<file path="src/design/psn_pkg.sv">
// Shared constants and widths for the point set normalisation block
`default_nettype none
package psn_pkg;
  localparam int MAX_POINTS = 64;
  localparam int COORD_BITS = 16;
  localparam int ADDR_W     = $clog2(MAX_POINTS);
  localparam int CNT_W      = $clog2(MAX_POINTS + 1);
  localparam int SUM_W      = COORD_BITS + ADDR_W;
  localparam int SQ_W       = 2 * SUM_W + 1;
  localparam int SQ_E       = SQ_W + (SQ_W % 2);
  localparam int ROOT_W     = SUM_W + 1;
  localparam int DSUM_W     = ROOT_W + ADDR_W;
  localparam int P1_W       = SUM_W + CNT_W;
  localparam int K_W        = 31;
  localparam int NUM_W      = P1_W + K_W;
  localparam int DIV_W      = 64;
  localparam int Q_W        = 16;

  localparam logic [K_W-1:0] SQRT2_Q30 = 31'd1518500250;

  localparam logic [1:0] STATUS_OK   = 2'd0;
  localparam logic [1:0] STATUS_ZERO = 2'd1;
  localparam logic [1:0] STATUS_OVF  = 2'd2;
endpackage
`default_nettype wire

</file>
<file path="src/design/psn_div.sv">
// Restoring divider for the rounded Q4.12 quotient, one bit per cycle
`default_nettype none
module psn_div
  import psn_pkg::*;
(
  input  wire logic              clk,
  input  wire logic              rst_n,
  input  wire logic              start,
  input  wire logic [NUM_W-1:0]  num,
  input  wire logic [DSUM_W-1:0] dsum,
  output logic                   done,
  output logic                   big,
  output logic [Q_W-1:0]         quot
);
  logic             busy_r;
  logic             done_r;
  logic             big_r;
  logic [3:0]       cnt_r;
  logic [DIV_W-1:0] rem_r;
  logic [DIV_W-1:0] dsh_r;
  logic [Q_W-1:0]   q_r;
  logic [DIV_W-1:0] n64;
  logic [DIV_W-1:0] den64;
  logic             ovf;

  // add half the divisor for round to nearest
  assign n64   = DIV_W'(num) + (DIV_W'(dsum) << 17);
  assign den64 = DIV_W'(dsum) << 18;
  assign ovf   = n64 >= (den64 << Q_W);

  always_ff @(posedge clk) begin
    if (!rst_n) begin
      busy_r <= 1'b0;
      done_r <= 1'b0;
    end else begin
      if (start) begin
        busy_r <= !ovf;
        done_r <= ovf;
      end else if (busy_r && cnt_r == 4'd0) begin
        busy_r <= 1'b0;
        done_r <= 1'b1;
      end else begin
        done_r <= 1'b0;
      end
    end
  end

  // shift in one quotient bit per cycle
  always_ff @(posedge clk) begin
    if (start) begin
      big_r <= ovf;
      rem_r <= n64;
      dsh_r <= den64 << (Q_W - 1);
      cnt_r <= 4'(Q_W - 1);
      q_r   <= '0;
    end else if (busy_r) begin
      if (rem_r >= dsh_r) begin
        rem_r <= rem_r - dsh_r;
        q_r   <= {q_r[Q_W-2:0], 1'b1};
      end else begin
        q_r   <= {q_r[Q_W-2:0], 1'b0};
      end
      dsh_r <= dsh_r >> 1;
      cnt_r <= cnt_r - 4'd1;
    end
  end

  assign done = done_r;
  assign big  = big_r;
  assign quot = q_r;
endmodule
`default_nettype wire

</file>
<file path="config.mk">
export PLATFORM = sky130hd
export DESIGN_NAME = psn_div
export DESIGN_NICKNAME = d
export VERILOG_FILES = /design/src/design/psn_pkg.sv /design/src/design/psn_div.sv
export SDC_FILE = /design/constraint.sdc
export NUM_CORES = 1
export LEC_CHECK = 0
export ABC_AREA = 1
export BUFFER_PORTS_ARGS = -buffer_cell sky130_fd_sc_hd__buf_4
export CORE_ASPECT_RATIO = 1.75
export CORE_MARGIN = 1.5
export CORE_UTILIZATION = 67
export CTS_CLUSTER_SIZE = 24
export DETAILED_ROUTE_END_ITERATION = 16
export HOLD_SLACK_MARGIN = 0.06
export PLACE_DENSITY_LB_ADDON = 0.2
export SYNTH_ARGS = -nofsm -noshare
export SYNTH_HDL_FRONTEND = slang
export SYNTH_SLANG_ARGS = --single-unit
</file>
<file path="constraint.sdc">
create_clock -name clk -period 8.19 [get_ports clk]
set_input_delay 0 -clock clk [delete_from_list [all_inputs] [get_ports clk]]
set_output_delay 0 -clock clk [all_outputs]
set_load 0.05 [all_outputs]
</file>
==> reports/metrics.yaml <==
cells_and_area:
  final_common_cell: "nand2_1"
  syn_to_final_growth_pct: 16.15
  final_cell_mix: "nand2_1 (457), inv_1 (328), nor2_1 (223)"
  fin_util: 0.7938
  drive_gt1_frac: 0.1044
  fin_nets: 2375
drt:
  vias_per_cell: 6.542
  drc: 0
  drtPass1Iterations: 8
  routedWlPerCell_um: 22.28
  postRouteAntennaNets: 0
  drt-total-wl_um: 53910
  drtIter0Drc: 2323
  via_count: 15830
worst_setup_path:
  startpoint: "dsum[23]"
  crit_type: "input port to flip-flop"
  r2r-start: "rem_r[0]$_DFFE_PP_"
  cp.required_ps: 8580
  cp_max_fo: 5
  cp-start-kind: "input port"
  cp-end-kind: "flip-flop"
  r2r_cells: 13
  arrival_ps: 5650
  reg2reg_slack_ps: 4410
  r2r_end: "rem_r[29]$_DFFE_PP_"
sta:
  hold_viol_final: 0
  finalSetupTns_ps: 0
  grt_setup_unrepaired: "false"
  max_freq_mhz: 190.1
  maxSlewViolCount: 0
  setup_viol: 0
  fin_crit_sh: 0.6423
  skew_ps: 10.83
  fin_crit_ps: 5261
  worst_slew_pin_slew_ps: 1177
  slew_headroom: 0.2083
synth:
  async_flop_share: 0
  synth_flop_cell: "edfxtp_1"
  synth_area_leader_cell: "edfxtp_1"
  synth.cell_area_um2: 13490
  syn-instance-count: 1999
  synth.distinct_cells: 53
  ys_seq_area_frac: 0.2909
  netlist_top_cells_area: "edfxtp_1 (21%), nand2_1 (13%), ha_1 (11%)"
  synth-edff-count: 94
  synth_nets: 2213
  postSynthAreaPerCell_um2: 6.749
  synth.top_cell.area_share: 0.2092
  yosysWarnings: 0
  ys_seq_elements: 149
floorplanning:
  core_area_um2: 19740
  die_height_um: 190.7
  fp-row-count: 68
  dieWidth_um: 110.3
  dieArea_um2: 21030
  start_util: 0.6834
  io_pins: 110
cts:
  root_buffer: "clkbuf_16"
  htree_levels: 4
  cts_buffers: 17
  clk_latency_ps: 460
  path_clk_slew_ps: 70
  cts_setup_buffers: 0
  clock_path_buffers: 2
  cts_tree: "yes"
  cts_num_sinks: 149
run:
  maxCapViolations: 0
pwr:
  peakVddDrop_v: 0.0002386
  p_leak_nw: 7.116
  power_density_nw_per_um2: 229.2
placed_design:
  place_congestion: 1.085
  post-dp-hpwl_um: 37810
  io_buffers: 109
global_routing:
  grt_pass1_vias: 15920
  grt_max_degree: 89
  grt.overflow.total: 0
  antenna_found_initial: 2
  grt_pass1_wl_um: 83810
  grt_usage: 0.5408
status:
  status: "completed"
min_path:
  min_path_type: "input port to flip-flop"
  min_to: "rem_r[57]$_DFFE_PP_"
  hold_depth: 5
  holdCritStartpoint: "num[57]"
[Yosys cell counts, types with 4 or more instances]
cell type,n
o21bai_1,18
nand4_1,17
clkbuf_1,19
xnor2_1,7
nand3b_1,13
o21ai_0,109
a21oi_1,158
o211ai_1,6
o31ai_1,4
a21oi_2,5
a31oi_1,11
a21o_1,12
inv_1,330
nor4_1,7
or2_2,16
dfxtp_1,55
nand2_1,458
buf_2,8
nand3_2,7
inv_2,11
o22ai_1,77
ha_1,120
nand3_1,94
o21ai_2,10
and2_1,8
nand2_2,15
nor3_1,15
xor2_2,5
o21ai_1,8
xor2_1,16
o21a_1,11
nor2_1,223
edfxtp_1,94
[worst max path at each step]
stage,end,slack [ps]
2_1_floorplan,rem_r[0]$_DFFE_PP_,4570
3_3_place_gp,done$_SDFF_PN0_,3970
3_5_place_dp,done$_SDFF_PN0_,3880
4_1_cts,done$_SDFF_PN0_,3760
5_1_grt,done$_SDFF_PN0_,3020
6_report,done$_SDFF_PN0_,2930
[cell type report]
class                   count  area [um^2]
multi-input cells        1478         8163
fillers                  1379         4070
flip-flops and latches    149         3924
repair buffers            173         1449
inverters                 342         1284
clock buffers              17        425.4
well taps                 245        306.5
clock inverters            15        115.1
diodes                      1        2.502
[critical path: stages]
cell	delay, ps
dlygate4sd3_1	540
buf_4	190
ha_1	390
nand2_1	140
nor2_1	300
nand2_1	180
nor4_1	920
nand3_1	180
nand3b_1	210
xnor2_1	150
clkinv_1	140
ha_1	290
nand2_1	70
nor2_1	270
nand3_1	240
nor2_1	240
nand4_1	180
nor3_1	210
nand3_1	340
nand3_2	240
nand2_1	70
a21oi_1	150
[report_power, final]
group          switching, mW  leakage, nW  total, mW  internal (mW)
clock                  0.366        0.276      0.761          0.394
sequential            0.0416         1.41      0.981          0.939
combinational           1.27         5.43       1.85          0.580
[through the flow]
stage	std cells	hold slack [ps]	instance area, um^2	setup slack (ps)	power [mW]
4_1_cts	2419	65.83	15670	3764	3.428
5_1_grt	2420	104.7	15670	3020	3.770
6_report	2420	93.00	15670	2929	3.591
2_1_floorplan	1999	109.2	13490	4566	2.141
3_5_place_dp	2327	247.7	14530	3882	2.662
3_3_place_gp	2327	241.9	14530	3973	2.603
[timing repair]
item                                   4_1_cts  5_1_grt
hold buffers                                60        0
endpoints found under the hold margin       62        0
gates resized for setup                      0        0
[state kept, by name (all words and copies together), names as in the netlist]
name,flops
done,1
quot,16
busy_r,1
big,1
dsh_r,62
rem_r,64
cnt_r,4
[metal layers]
metal / vias to the layer above / GRT usage / routed length (um)
li1: 6981 / - / -
met1: 7000 / 0.4833 / 15960
met2: 1314 / 0.8481 / 24600
met3: 533 / 0.2731 / 6317
met4: 4 / 0.5143 / 6937
met5: - / 0.05102 / 98
[kinds of logic (layout without fill, tap and decap cells)]
logic type	count (synthesis)	after routing	synth area share
other	0	1	0
xor gates and xnor gates	28	28	0.02096
muxes	1	1	0.0007420
AOI/OAI and AO/OA	442	442	0.1899
and+or+nand+nor	885	885	0.2790
adders and majority gates	122	122	0.1143
DFF	149	149	0.2909
buffers and inverters	372	547	0.1042
Note: power is estimated with default switching activity, not from simulation.
