$ cat src/design/psn_pkg.sv
// Shared constants and widths for the point set normalisation block
`default_nettype none
package psn_pkg;
  localparam int MAX_POINTS = 64;
  localparam int COORD_BITS = 16;
  localparam int ADDR_W     = $clog2(MAX_POINTS);
  localparam int CNT_W      = $clog2(MAX_POINTS + 1);
  localparam int SUM_W      = COORD_BITS + ADDR_W;
  localparam int SQ_W       = 2 * SUM_W + 1;
  localparam int SQ_E       = SQ_W + (SQ_W % 2);
  localparam int ROOT_W     = SUM_W + 1;
  localparam int DSUM_W     = ROOT_W + ADDR_W;
  localparam int P1_W       = SUM_W + CNT_W;
  localparam int K_W        = 31;
  localparam int NUM_W      = P1_W + K_W;
  localparam int DIV_W      = 64;
  localparam int Q_W        = 16;

  localparam logic [K_W-1:0] SQRT2_Q30 = 31'd1518500250;

  localparam logic [1:0] STATUS_OK   = 2'd0;
  localparam logic [1:0] STATUS_ZERO = 2'd1;
  localparam logic [1:0] STATUS_OVF  = 2'd2;
endpackage
`default_nettype wire

$ cat src/design/psn_sqrt.sv
// Bit-serial integer square root, one result bit per cycle
`default_nettype none
module psn_sqrt
  import psn_pkg::*;
(
  input  wire logic              clk,
  input  wire logic              rst_n,
  input  wire logic              start,
  input  wire logic [SQ_W-1:0]   value,
  output logic                   done,
  output logic [ROOT_W-1:0]      root
);
  logic            busy_r;
  logic            done_r;
  logic [SQ_E-1:0] v_r;
  logic [SQ_E-1:0] r_r;
  logic [SQ_E-1:0] bit_r;
  logic [SQ_E-1:0] trial;

  assign trial = r_r + bit_r;

  // control: run until the trial bit has reached position zero
  always_ff @(posedge clk) begin
    if (!rst_n) begin
      busy_r <= 1'b0;
      done_r <= 1'b0;
    end else begin
      if (start) begin
        busy_r <= 1'b1;
        done_r <= 1'b0;
      end else if (busy_r && bit_r == SQ_E'(1)) begin
        busy_r <= 1'b0;
        done_r <= 1'b1;
      end else begin
        done_r <= 1'b0;
      end
    end
  end

  // datapath: subtract the trial value where it fits
  always_ff @(posedge clk) begin
    if (start) begin
      v_r   <= SQ_E'(value);
      r_r   <= '0;
      bit_r <= SQ_E'(1) << (SQ_E - 2);
    end else if (busy_r) begin
      if (v_r >= trial) begin
        v_r <= v_r - trial;
        r_r <= (r_r >> 1) + bit_r;
      end else begin
        r_r <= r_r >> 1;
      end
      bit_r <= bit_r >> 2;
    end
  end

  assign done = done_r;
  assign root = r_r[ROOT_W-1:0];
endmodule
`default_nettype wire

$ cat config.mk
export PLATFORM = sky130hd
export DESIGN_NAME = psn_sqrt
export DESIGN_NICKNAME = d
export VERILOG_FILES = /design/src/design/psn_pkg.sv /design/src/design/psn_sqrt.sv
export SDC_FILE = /design/constraint.sdc
export NUM_CORES = 1
export LEC_CHECK = 0
export BUFFER_PORTS_ARGS = -buffer_cell sky130_fd_sc_hd__buf_2
export CORE_MARGIN = 5
export CORE_UTILIZATION = 60
export DETAILED_ROUTE_END_ITERATION = 16
export PLACE_DENSITY_LB_ADDON = 0.3
export SLEW_MARGIN = 40
export SYNTH_ARGS = -nofsm -noshare
export SYNTH_HDL_FRONTEND = slang
export SYNTH_SLANG_ARGS = --single-unit
$ cat constraint.sdc
create_clock -name clk -period 12.9 [get_ports clk]
set_input_delay 0 -clock clk [delete_from_list [all_inputs] [get_ports clk]]
set_output_delay 0 -clock clk [all_outputs]
set_load 0.02 [all_outputs]
==> results of run 1 <==
cell usage after synthesis (25+ instances only):
| cell type | n |
|---|---|
| nand2_1 | 162 |
| nor2_1 | 109 |
| o21ai_0 | 106 |
| ha_1 | 94 |
| a21oi_1 | 79 |
| dfxtp_1 | 72 |
| xnor2_1 | 55 |
| clkbuf_1 | 50 |
| xor2_1 | 50 |
| edfxtp_1 | 45 |
| a31oi_1 | 41 |
| inv_1 | 30 |
| a311oi_1 | 26 |
| mux2i_1 | 25 |
| nand4_1 | 25 |
area by class of cell:
type	instances	area, sq um	share of cell area
clock buffer	19	453	0.0385
clock inverter	13	174	0.0148
inverter	30	113	0.00958
multi-input combinational	1051	7060	0.601
sequential	117	2800	0.238
tap	225	282	0.0240
timing repair buffer	124	875	0.0744
layer usage:
metal  global-route usage  vias up  part of all wire  routed length [um]
met4                0.106        0             0.030                 856
li1                     -     4850                 -                   -
met2                0.450      401              0.45               12900
met5                    0        -                 0                   0
met3               0.0509       56             0.069                1970
met1                0.386     4670              0.45               12900
cell usage in the layout, fill, tap and decap left out, types with 5 or more instances in the layout:
cell / n
a211o_1: 5
a211oi_1: 24
a21o_1: 21
a21oi_1: 79
a311oi_1: 25
a31o_2: 6
a31oi_1: 41
and3_1: 12
buf_2: 70
buf_4: 7
clkbuf_16: 17
dfxtp_1: 71
dlygate4sd3_1: 46
edfxtp_1: 45
ha_1: 94
inv_1: 30
inv_4: 5
mux2_2: 8
mux2i_1: 25
nand2_1: 162
nand2b_1: 15
nand3_1: 13
nand4_1: 25
nor2_1: 108
nor2_4: 6
nor2b_1: 7
nor3_1: 13
nor4_1: 11
nor4b_1: 5
o211ai_1: 11
o21a_1: 10
o21ai_0: 106
o21bai_1: 22
o31ai_1: 12
or2_2: 6
or3_1: 17
xnor2_1: 55
xor2_1: 50
logic make-up after synthesis:
family / count (synthesis) / share of synthesized area
and+or+nand+nor: 415 / 0.187
xor gates and xnor gates: 105 / 0.0886
muxes: 33 / 0.0328
buffers and inverters: 115 / 0.0527
DFF: 117 / 0.269
adders and majority gates: 95 / 0.115
AOI/OAI and AO/OA: 403 / 0.255
where the power goes:
part,total (mW),switching (mW),internal (mW)
registers,0.610,0.0898,0.520
logic,1.58,0.976,0.600
clock network,0.512,0.180,0.332
total,2.70,1.25,1.45
sequential cells by signal (all words and copies together) (netlist names):
register / flops
done: 1
r_r: 46
busy_r: 1
v_r: 46
bit_r: 23
critical path, delay by kind of cell (launching register included):
kind                       cells  cell delay [ns]
AOI/OAI and AO/OA             10             2.75
xor gates and xnor gates       1             0.18
adders and majority gates      2             0.74
buffers and inverters          1             0.36
DFF                            1             0.38
and+or+nand+nor                6             1.99
worst paths after layout:
kind	start	end	slack [ns]	cells past startpoint
setup / recovery	r_r[4]$_SDFFE_PP0P_	r_r[14]$_SDFFE_PP0P_	6.40	20
hold / removal	start	bit_r[28]$_SDFFE_PP0P_	0.04	2
setup reg to reg	r_r[4]$_SDFFE_PP0P_	r_r[14]$_SDFFE_PP0P_	6.40	20
hold reg to reg	r_r[0]$_SDFFE_PP0P_	r_r[0]$_SDFFE_PP0P_	0.51	2
through the flow:
step / total power, mW / area [sq um] / util / worst slack (ns)
floorplan: 1.80 / 10400 / - / 7.24
global placement: 2.10 / 10700 / 0.623 / 6.55
detailed placement: 2.13 / 10700 / 0.623 / 6.60
CTS: 2.67 / 11800 / 0.686 / 6.54
global route: 2.87 / 11800 / 0.686 / 6.11
finish: 2.70 / 11800 / 0.686 / 6.40
==> metrics.md, run 1 <==
| Metric | Value |
|---|---|
| # port buffers | 71 |
| Post-synth EDFFs | 45 |
| Cts hold-fix bufs | 46 |
| Dpl cells | roughly 1.5k |
| Initial Utilization | 0.607 |
| Longest Clk Path Bufs | 2 |
| Worst vdd ir | 150 uV |
| Crit path max-delay cell type | a2111oi_1 |
| Crit path largest cell delay | 0.69 ns |
| Total track usage | 0.283 |
| Total Wirelength | about 29 mm |
| Gpl congestion | 0.979 |
| Initial antenna violation count | 0 |
| Status | complete, no violations |
| Synth Net Count | approximately 1.4k |
| Number of buffers created by CTS | 17 |
| Worst-path clk slew | 0.06 ns |
| Drt first-iter violations | roughly 760 |
| Synth top area share | 0.139 |
| Path type of the worst min-delay path | in -> reg |
| Fin nets | 1484 |
| Root buf cell | clkbuf_16 |
| Crit end category | register |
| Kind of start point of the critical path | register |
| Worst endpoint required time | 13.24 ns |
| Slew headroom | 0.430 |
| Yosys warns | 0 |
| Clk sinks | roughly 120 |
| Synth cell types | 71 |
| Layout cell share with drive strength beyond 1 | 0.112 |
| ANT nets after route | 0 |
| Unrepaired setup endpoints after global routing | no |
| Routed len/inst | 18.2 um |
| Final worst path period share | 0.504 |
| Synthesis-to-finish area growth | 13.1% |
| Most frequent CP cell | a31oi_1 |
| Num rows | 48 |
| First-pass GRT wire length | 46.4 mm |
| Core footprint | 17100 sq um |
| Max Slew Vio Count | 0 |
| Arrival @ worst endpoint | roughly 6.8 ns |
| Worst Tran Pin Value | 0.847 ns |
| Power density over the cells | approximately 230 nW/um^2 |
| Number of H-tree levels | 4 |
| Area leader, netlist | dfxtp_1 |
| Crit Path Category | reg -> reg |
| Die Y-Extent | 142 um |
| Fraction of registers with async set/reset | 0 |
| Vias in the first global route | 9240 |
| Post-synthesis register bit count | 117 |
| Max_cap viols | 0 |
| Post-Syn Area per Cell | 8.09 sq um |
| Pin count of the biggest net entering global routing | a little over 90 |
| Mapped Area | 10400 sq um |
| Sequential-to-total area share from yosys stat | 0.269 |
| Die X | 142 um |
| Vias/cell | 6.32 |
| Post-CTS setup buffers | 0 |
| Remaining global-route overflow | 0 |
| Top Ports | approximately 70 |
| HPWL Detailed | 20.6 mm |
| Critical path cell sequence | ha_1, a21o_1, a31oi_1, a2111oi_1, o211ai_1, a21o_1, o31ai_2, a31oi_1, xor2_1, ha_1, nand4_1, nor4_1, nand4_1, a31oi_1, nor2_1, o2111a_2, or2_1, buf_4, or3_1, a311oi_1 |
| Top post-synthesis cells by area | dfxtp_1 14%, edfxtp_1 13%, ha_1 11%, nand2_1 5.9%, o21ai_0 5.1% |
| Cells after Synth | 1283 |
| Total Neg Setup Slack | 0 ns |
| Most common flop cell mapped by yosys | dfxtp_1 |
| Skew final | around 0.013 ns |
| Final setup fails | 0 |
| Area of the die | 20000 sq um |
| CP max FO | 22 |
| Clock Latency Late Sink | between 0.4 and 0.5 ns |
| Post-CTS resize count | 0 |
| CTS tree | done |
| Final hold slack | 0.0381 ns |
| Hold Violations, Final | 0 |
| # DRC | 0 |
| Fill cell count | 1412 |
| Layout Cells excl Fill | 1579 |
| LEAKAGE | 4.64 nW |
| DR vias | 9977 |
| Post-layout min period | 6.50 ns |
| Number of detailed-route iterations in the first pass | 8 |
| Number of diodes | 0 |
| Fmax | 0.154 GHz |
(Power assumes the default switching activity.)
==> inputs of run 2 (changes only) <==
==> constraint.sdc (replaced) <==
create_clock -name clk -period 6.1 [get_ports clk]
set_input_delay 0 -clock clk [delete_from_list [all_inputs] [get_ports clk]]
set_output_delay 0 -clock clk [all_outputs]
set_load 0.02 [all_outputs]
==> metrics.md, run 2 (synthesis gave the netlist of run 1 again) <==
| Metric | Value |
|---|---|
| # port buffers | 71 |
| Finished Cell Area | 11800 sq um |
| Fmax | 0.175 GHz |
| Vias/cell | 6.26 |
| First-pass GRT wire length | 45.9 mm |
| CTS tree | done |
| Commonest non-fill, non-tap cells in the layout | 162 x nand2_1, 108 x nor2_1, 106 x o21ai_0 |
| R2R Setup Slk | between 0.3 and 0.4 ns |
| Path type of the worst min-delay path | in -> reg |
| Clock power share | 0.180 |
| ANT nets after route | 0 |
| Reg2reg path depth | 22 |
| Critical R2R Capture | r_r[14]$_SDFFE_PP0P_ |
| Die X | 142 um |
| CP Launch Point | bit_r[0]$_SDFFE_PP0P_ |
| Internal power | between 3 and 4 mW |
| Status | complete, no violations |
| Max Slew Vio Count | 0 |
| Biggest regs | r_r x46, v_r x46, bit_r x23 |
| CP max FO | 27 |
| Kind of start point of the critical path | register |
| Initial Utilization | 0.607 |
| Final worst path period share | 0.938 |
| Power density over the cells | 486 nW/um^2 |
| Number of detailed-route iterations in the first pass | 5 |
| Gpl congestion | 0.965 |
| Die Y-Extent | 142 um |
| DP Area | 10800 sq um |
| Unrepaired setup endpoints after global routing | no |
| Arrival @ worst endpoint | 6.06 ns |
| Sw Share | 0.460 |
| R2R Path Start | bit_r[0]$_SDFFE_PP0P_ |
| Design Power | about 5.7 mW |
| Remaining global-route overflow | 0 |
| Top Ports | 72 |
| Hold Violations, Final | 0 |
| Commonest non-fill, non-tap cell in the layout | nand2_1 |
| Max_cap viols | 0 |
| Root buf cell | clkbuf_16 |
| Longest Clk Path Bufs | 2 |
| DR vias | approximately 10k |
| Final setup fails | 0 |
| HPWL Detailed | 20.6 mm |
| Post-layout min period | 5.72 ns |
| Routed len/inst | around 18 um |
| Area of the die | 20000 sq um |
| Number of diodes | 0 |
| Crit path capture | r_r[14]$_SDFFE_PP0P_ |
| Dpl cells | 1511 |
| Worst endpoint required time | 6.44 ns |
| Clock Latency Late Sink | ~0.43 ns |
| Vias in the first global route | between 9k and 10k |
| Layout Cells excl Fill | 1589 |
| Drt first-iter violations | roughly 900 |
| Synthesis-to-finish area growth | 14.0% |
| Final hold slack | 0.109 ns |
| Worst Tran Pin Value | 0.834 ns |
| Fin nets | 1494 |
| Worst-path clk slew | about 0.060 ns |
| Clk sinks | around 120 |
| Total track usage | 0.282 |
| Crit end category | register |
| Total Wirelength | 28.9 mm |
| Number of buffers created by CTS | 17 |
| Initial antenna violation count | 0 |
| Slew headroom | 0.438 |
| Comb pwr share | 0.598 |
| NetSw | approximately 2.6 mW |
| Reg power frac | 0.223 |
| Number of H-tree levels | 4 |
| Layout cell share with drive strength beyond 1 | 0.117 |
| Crit Path Category | reg -> reg |
| # DRC | 0 |
| Total Neg Setup Slack | 0 ns |
| LEAKAGE | roughly 4.7 nW |
| Pin count of the biggest net entering global routing | 77 |
| Num rows | 48 |
| Worst vdd ir | between 300 and 400 uV |
| Skew final | 0.00961 ns |
| Core footprint | 17100 sq um |
[run 2: changes by cell type in the layout (fill, tap and decap cells not counted), sizes merged]
| cell | change |
|---|---|
| clkbuf | +5 |
| inv | -4 |
| clkinv | +1 |
| bufinv | -2 |
| buf | +10 |
[run 2: through the flow]
stage,worst slack (ns),utilization
5_1_grt,0.00222,0.692
2_1_floorplan,0.440,-
6_report,0.378,0.692
3_3_place_gp,0.348,0.629
3_5_place_dp,0.288,0.629
4_1_cts,0.246,0.690
[run 2: power by group through the flow]
stage          Sequential [mW]  Clock (mW)  Combinational, mW
6_report                  1.28        1.03               3.44
5_1_grt                   1.30        1.07               3.74
4_1_cts                   1.28        1.04               3.36
3_5_place_dp              1.29           0               3.30
3_3_place_gp              1.28           0               3.25
2_1_floorplan             1.22           0               2.59
[run 2: timing repair]
action	CTS	global route
endpoints found under the hold margin	47	0
buffers inserted	0	0
setup endpoints to repair	0	22
hold buffers	46	0
gates resized for setup	0	4
[run 2: worst min-delay path by stage]
| stage | cells past startpoint | from | slack [ns] | to |
|---|---|---|---|---|
| 5_1_grt | 2 | start | 0.14 | bit_r[18]$_SDFFE_PP0P_ |
| 2_1_floorplan | 1 | rst_n | 0.15 | done$_SDFF_PP0_ |
| 3_5_place_dp | 3 | value[13] | 0.28 | v_r[13]$_DFFE_PP_ |
| 3_3_place_gp | 3 | value[12] | 0.27 | v_r[12]$_DFFE_PP_ |
| 6_report | 2 | start | 0.11 | bit_r[10]$_SDFFE_PP0P_ |
| 4_1_cts | 2 | start | 0.09 | bit_r[14]$_SDFFE_PP0P_ |
[run 2: area by class of cell]
class	instances	area (sq um)
multi-input cells	1051	7080
fillers	1370	5280
flip-flops and latches	117	2800
repair buffers	134	975
clock buffers	24	504
well taps	225	282
inverters	30	113
clock inverters	8	93.8
[run 2: per-layer routing]
layer / vias up / GRT usage / part of all wire / wire length [um]
met1: 4658 / 0.376 / 0.44 / 12800
li1: 4866 / - / - / -
met5: - / 0 / 0 / 0
met2: 370 / 0.453 / 0.45 / 13100
met4: 0 / 0.105 / 0.029 / 830
met3: 61 / 0.0559 / 0.073 / 2120
[run 2: critical path, stage by stage, from the launching register on]
cell,delay [ns]
dfxtp_1,0.37
ha_1,0.22
ha_1,0.24
a211o_1,0.18
a41oi_2,0.17
o21ba_2,0.29
o211ai_1,0.36
a31o_2,0.23
nor2_1,0.04
nor2_1,0.18
a311oi_1,0.12
or2_2,0.30
ha_1,0.43
nand4_1,0.26
nor4_2,0.42
nand4_1,0.15
a31oi_1,0.26
nor2_1,0.07
o2111a_2,0.23
or2_1,0.29
buf_12,0.19
or3_1,0.38
a311oi_1,0.25
